--- src/hdl/mslvo_pkg.sv ---
`timescale 1ns / 1ps

package mslvo_pkg;

    localparam int RGB_W        = 24;
    localparam int POS_W        = 10;
    localparam int CFG_DATA_W   = 11;
    localparam int CFG_IDX_W    = 1;
    localparam int MIN_DIM      = 3;
    localparam int RESET_WIDTH  = 640;
    localparam int RESET_HEIGHT = 480;

    // cell store word: one bit per cell, bit-enable writes
    localparam int STORE_WORD_W = 64;
    localparam int STORE_OFF_W  = 6;

    localparam logic [RGB_W-1:0] WHITE_RGB = 24'hFF_FFFF;

    typedef enum logic
    {
        CMD_PIXEL = 1'b0,
        CMD_CLEAR = 1'b1
    } cmd_t;

    typedef enum logic [CFG_IDX_W-1:0]
    {
        REG_ACTIVE_WIDTH  = 1'b0,
        REG_ACTIVE_HEIGHT = 1'b1
    } reg_idx_t;

    // status of the store sweep toward the pixel path
    typedef struct packed
    {
        logic busy;        // sweep in progress, no beats taken
        logic line_clear;  // zero the line memory at the sweep column this cycle
    } sweep_stat_t;

endpackage

--- src/hdl/mslvo_life_window.sv ---
`timescale 1ns / 1ps

module mslvo_life_window
    import mslvo_pkg::*;
(
    input  logic       clk,
    input  logic       rst_n,
    input  logic       shift,
    input  logic [2:0] new_col,   // bit 0 top, bit 1 middle, bit 2 current row
    output logic       alive
);

    logic [2:0] col_a_reg;   // oldest column kept
    logic [2:0] col_b_reg;   // centre column once new_col is shifted in
    logic [3:0] total;

    always_ff @(posedge clk or negedge rst_n)
    begin
        if (!rst_n)
        begin
            col_a_reg <= '0;
            col_b_reg <= '0;
        end
        else if (shift)
        begin
            col_a_reg <= col_b_reg;
            col_b_reg <= new_col;
        end
    end

    // B3/S23 with the centre counted: 3 lives, 4 keeps a live centre
    assign total = 4'($countones({col_a_reg, col_b_reg, new_col}));
    assign alive = (total == 4'd3) || (col_b_reg[1] && (total == 4'd4));

endmodule

--- config.mk ---
export PLATFORM = sky130hd
export DESIGN_NAME = mslvo_life_window
export DESIGN_NICKNAME = d
export VERILOG_FILES = /design/src/hdl/mslvo_pkg.sv /design/src/hdl/mslvo_life_window.sv
export SDC_FILE = /design/constraint.sdc
export NUM_CORES = 1
export LEC_CHECK = 0
export BUFFER_PORTS_ARGS = -buffer_cell sky130_fd_sc_hd__buf_2
export CAP_MARGIN = 20
export CORE_AREA = 5 5 42 44
export DETAILED_ROUTE_END_ITERATION = 10
export DIE_AREA = 0 0 47 49
export PLACE_DENSITY_LB_ADDON = 0.15
export SYNTH_ARGS = -nofsm -noshare
export SYNTH_HDL_FRONTEND = slang
export SYNTH_SLANG_ARGS = --single-unit
--- constraint.sdc ---
create_clock -name clk -period 8.45 [get_ports clk]
set_clock_uncertainty 0.15 [all_clocks]
set_input_delay 0.4225 -clock clk [delete_from_list [all_inputs] [get_ports clk]]
set_output_delay 0.4225 -clock clk [all_outputs]
set_load 0.005 [all_outputs]
==> impl_metrics.py <==
metrics = {
    "critical_path": {
        "arrival_ns": 3.57,
        "rr_worst_depth": 1,
        "r2r_end": "col_a_reg[1]$_DFFE_PN0P_",
        "crit_fanout": 3,
        "r2r_start": "col_b_reg[1]$_DFFE_PN0P_",
        "required_ns": 7.88,
        "critPathLaunchType": "flop",
        "endpoint_kind": "output pin",
        "crit_type": "reg -> out",
        "rrSetupSlack_ns": 7.51,
    },
    "drt": {
        "first_pass_iters": 1,
        "vias_per_cell": 4.54,
        "drt_iter0_drc": 0,
        "drcViolationCount": 0,
        "wl_um": 752,
        "routedWlPerCell_um": 10.7,
        "dr_total_vias": 318,
        "ant_nets": 0,
    },
    "power": {
        "ir_worst_vdd_v": 0.0000870,
        "powerDensity_nw_per_um2": 229,
        "leakage_nw": 0.260,
    },
    "layout": {
        "antenna_cells": 0,
        "nFillCells": 158,
        "multi_input_area_sq_um": 234,
        "regArea_sq_um": 150,
        "nets": 69,
        "drive_gt1_share_pct": 20.4,
        "syn_to_final_growth_pct": 17.9,
    },
    "synthesis": {
        "synthCells": 45,
        "syn_area_sq_um": 434,
        "yosys_register_bits": 6,
        "avgSynthCellArea_sq_um": 9.65,
        "synth_top_area_share_pct": 34.6,
        "yosysTopAreaCell": "dfrtp_1",
        "ys_top_cells_by_count": "inv_1 (12), dfrtp_1 (6), nand2_1 (6)",
        "synth_flop_cell": "dfrtp_1",
        "ys_warn_count": 0,
        "netlist_top_cells_area": "dfrtp_1 (35%), fa_1 (23%), inv_1 (10%)",
        "ys_seq_area_share_pct": 34.6,
        "synth-edff-count": 0,
        "synth-async-reset-ratio_pct": 100,
        "syn-num-nets": 58,
        "yosys.cell_count.top_type": "inv_1",
        "ys_types": 14,
    },
    "sta": {
        "hold_violations": 0,
        "rsz0062_at_grt": "no",
        "tightest_slew_ns": 0.164,
        "finalCritPeriodShare_pct": 49.0,
        "max_freq_ghz": 0.242,
        "tns_ns": 0,
        "layout_min_cycle_time_ns": 4.14,
        "timing.final.max_slew_violations": 0,
        "relSlewSlack_pct": 89.1,
        "whs_ns": 0.254,
        "setup_viol": 0,
    },
    "global_routing": {
        "overflow": 0,
        "antenna_found_initial": 0,
        "grt_start_max_net_pins": 12,
        "first_global_vias": 361,
        "grt_pass1_wl_um": 1370,
        "grtUsageTotal_pct": 8.59,
    },
    "placed_design": {
        "dp_hpwl_um": 671,
        "globalplace.congestion": 0.699,
        "port_buffers": 6,
    },
    "floorplan": {
        "start_util_pct": 31.0,
        "fp-row-count": 14,
        "io_pins": 7,
        "fp.coreArea_sq_um": 1400,
        "fp.dieH_um": 49,
        "die_area_sq_um": 2300,
        "fp.dieW_um": 47,
    },
    "worst_hold_path": {
        "min_from": "new_col[0]",
        "hold_depth": 3,
        "hold_end": "col_b_reg[0]$_DFFE_PN0P_",
        "hold_class": "in -> reg",
    },
    "clock_network": {
        "cts_sinks": 6,
        "cts_buffer_depth": 2,
        "cts_tree": "yes",
        "cts.htree.levels": 1,
        "cts_setup_buffers": 0,
        "cts_resized": 0,
        "numCtsBuffers": 3,
        "root_buffer": "clkbuf_4",
        "clk_latency_ns": 0.24,
        "clk_pin_slew_ns": 0.04,
    },
    "job": {
        "drv_cap": 0,
    },
    "run_status": {
        "status": "completed",
    },
}
==> power by group <==
group          switching (W)  leakage, nW  internal [W]  total [W]
registers         0.00000170       0.0734     0.0000319  0.0000336
clock network     0.00000996       0.0138     0.0000160  0.0000260
logic              0.0000313        0.172     0.0000264  0.0000576
total              0.0000429        0.260     0.0000743   0.000117
==> critical path, cell delays in order (launching register included) <==
cell and delay [ns]:
dfrtp_1 0.35, inv_1 0.08, fa_1 0.43, fa_1 0.46
fa_1 0.48, inv_1 0.04, fa_1 0.40, fa_1 0.48
nor2_1 0.17, nand3_1 0.09, a32oi_1 0.19, buf_2 0.14
==> layout by cell type, fill, tap and decap left out <==
cell type and count:
nand2_1 6, o21ai_0 5, a31oi_1 1, a32oi_1 1, clkbuf_4 3, ha_1 2, nand4_1 2, fa_1 5
inv_1 12, nor2b_4 1, mux2_2 1, dfrtp_1 6, nor2_1 1, nand3_1 1, buf_2 6, dlygate4sd3_1 1
==> stage by stage <==
step / setup slack, ns / total power [W] / util [%] / instances / cell area [sq um]
6_report: 4.31 / 0.000117 / 36.5 / 70 / 512
5_1_grt: 4.12 / 0.000132 / 36.5 / 70 / 512
4_1_cts: 4.28 / 0.000120 / 36.5 / 70 / 512
3_5_place_dp: 4.31 / 0.0000920 / 34.2 / 66 / 479
3_3_place_gp: 4.33 / 0.0000920 / 34.2 / 66 / 479
2_1_floorplan: 4.65 / 0.0000771 / - / 45 / 434
==> what timing repair did <==
item                                   in CTS  in global routing
endpoints found under the hold margin       6                  0
setup endpoints to repair                   0                  0
hold buffers                                1                  0
==> worst max path at each step <==
stage | start | endpoint | slack [ns] | cells past startpoint
after floorplan | new_col[0] | alive | 4.65 | 10
after global placement | new_col[0] | alive | 4.33 | 12
after detailed placement | new_col[0] | alive | 4.31 | 12
after CTS | col_a_reg[0]$_DFFE_PN0P_ | alive | 4.28 | 11
after global routing | col_a_reg[0]$_DFFE_PN0P_ | alive | 4.12 | 11
final | col_a_reg[0]$_DFFE_PN0P_ | alive | 4.31 | 11
==> cells by family after synthesis <==
group,share of synthesized area [%]
simple gates,13.3
compound gates,9.22
buf+inv,11.5
flops,34.6
mux,2.59
fa+ha+maj,28.8
==> final cells by class <==
type / instances / share of cell area (%)
Clock buffer: 3 / 4.40
Inverter: 12 / 8.80
Multi-Input combinational cell: 26 / 45.7
Sequential cell: 6 / 29.3
Tap cell: 16 / 3.91
Timing Repair Buffer: 7 / 7.82
==> per-layer routing <==
layer  up-vias  global-route usage [%]  wire, um
met5         -                       0         0
li1        160                       -         -
met2         8                    13.6       370
met3         0                    7.01        64
met4         0                    1.38         0
met1       150                    8.80       317
(Power assumes the default switching activity.)
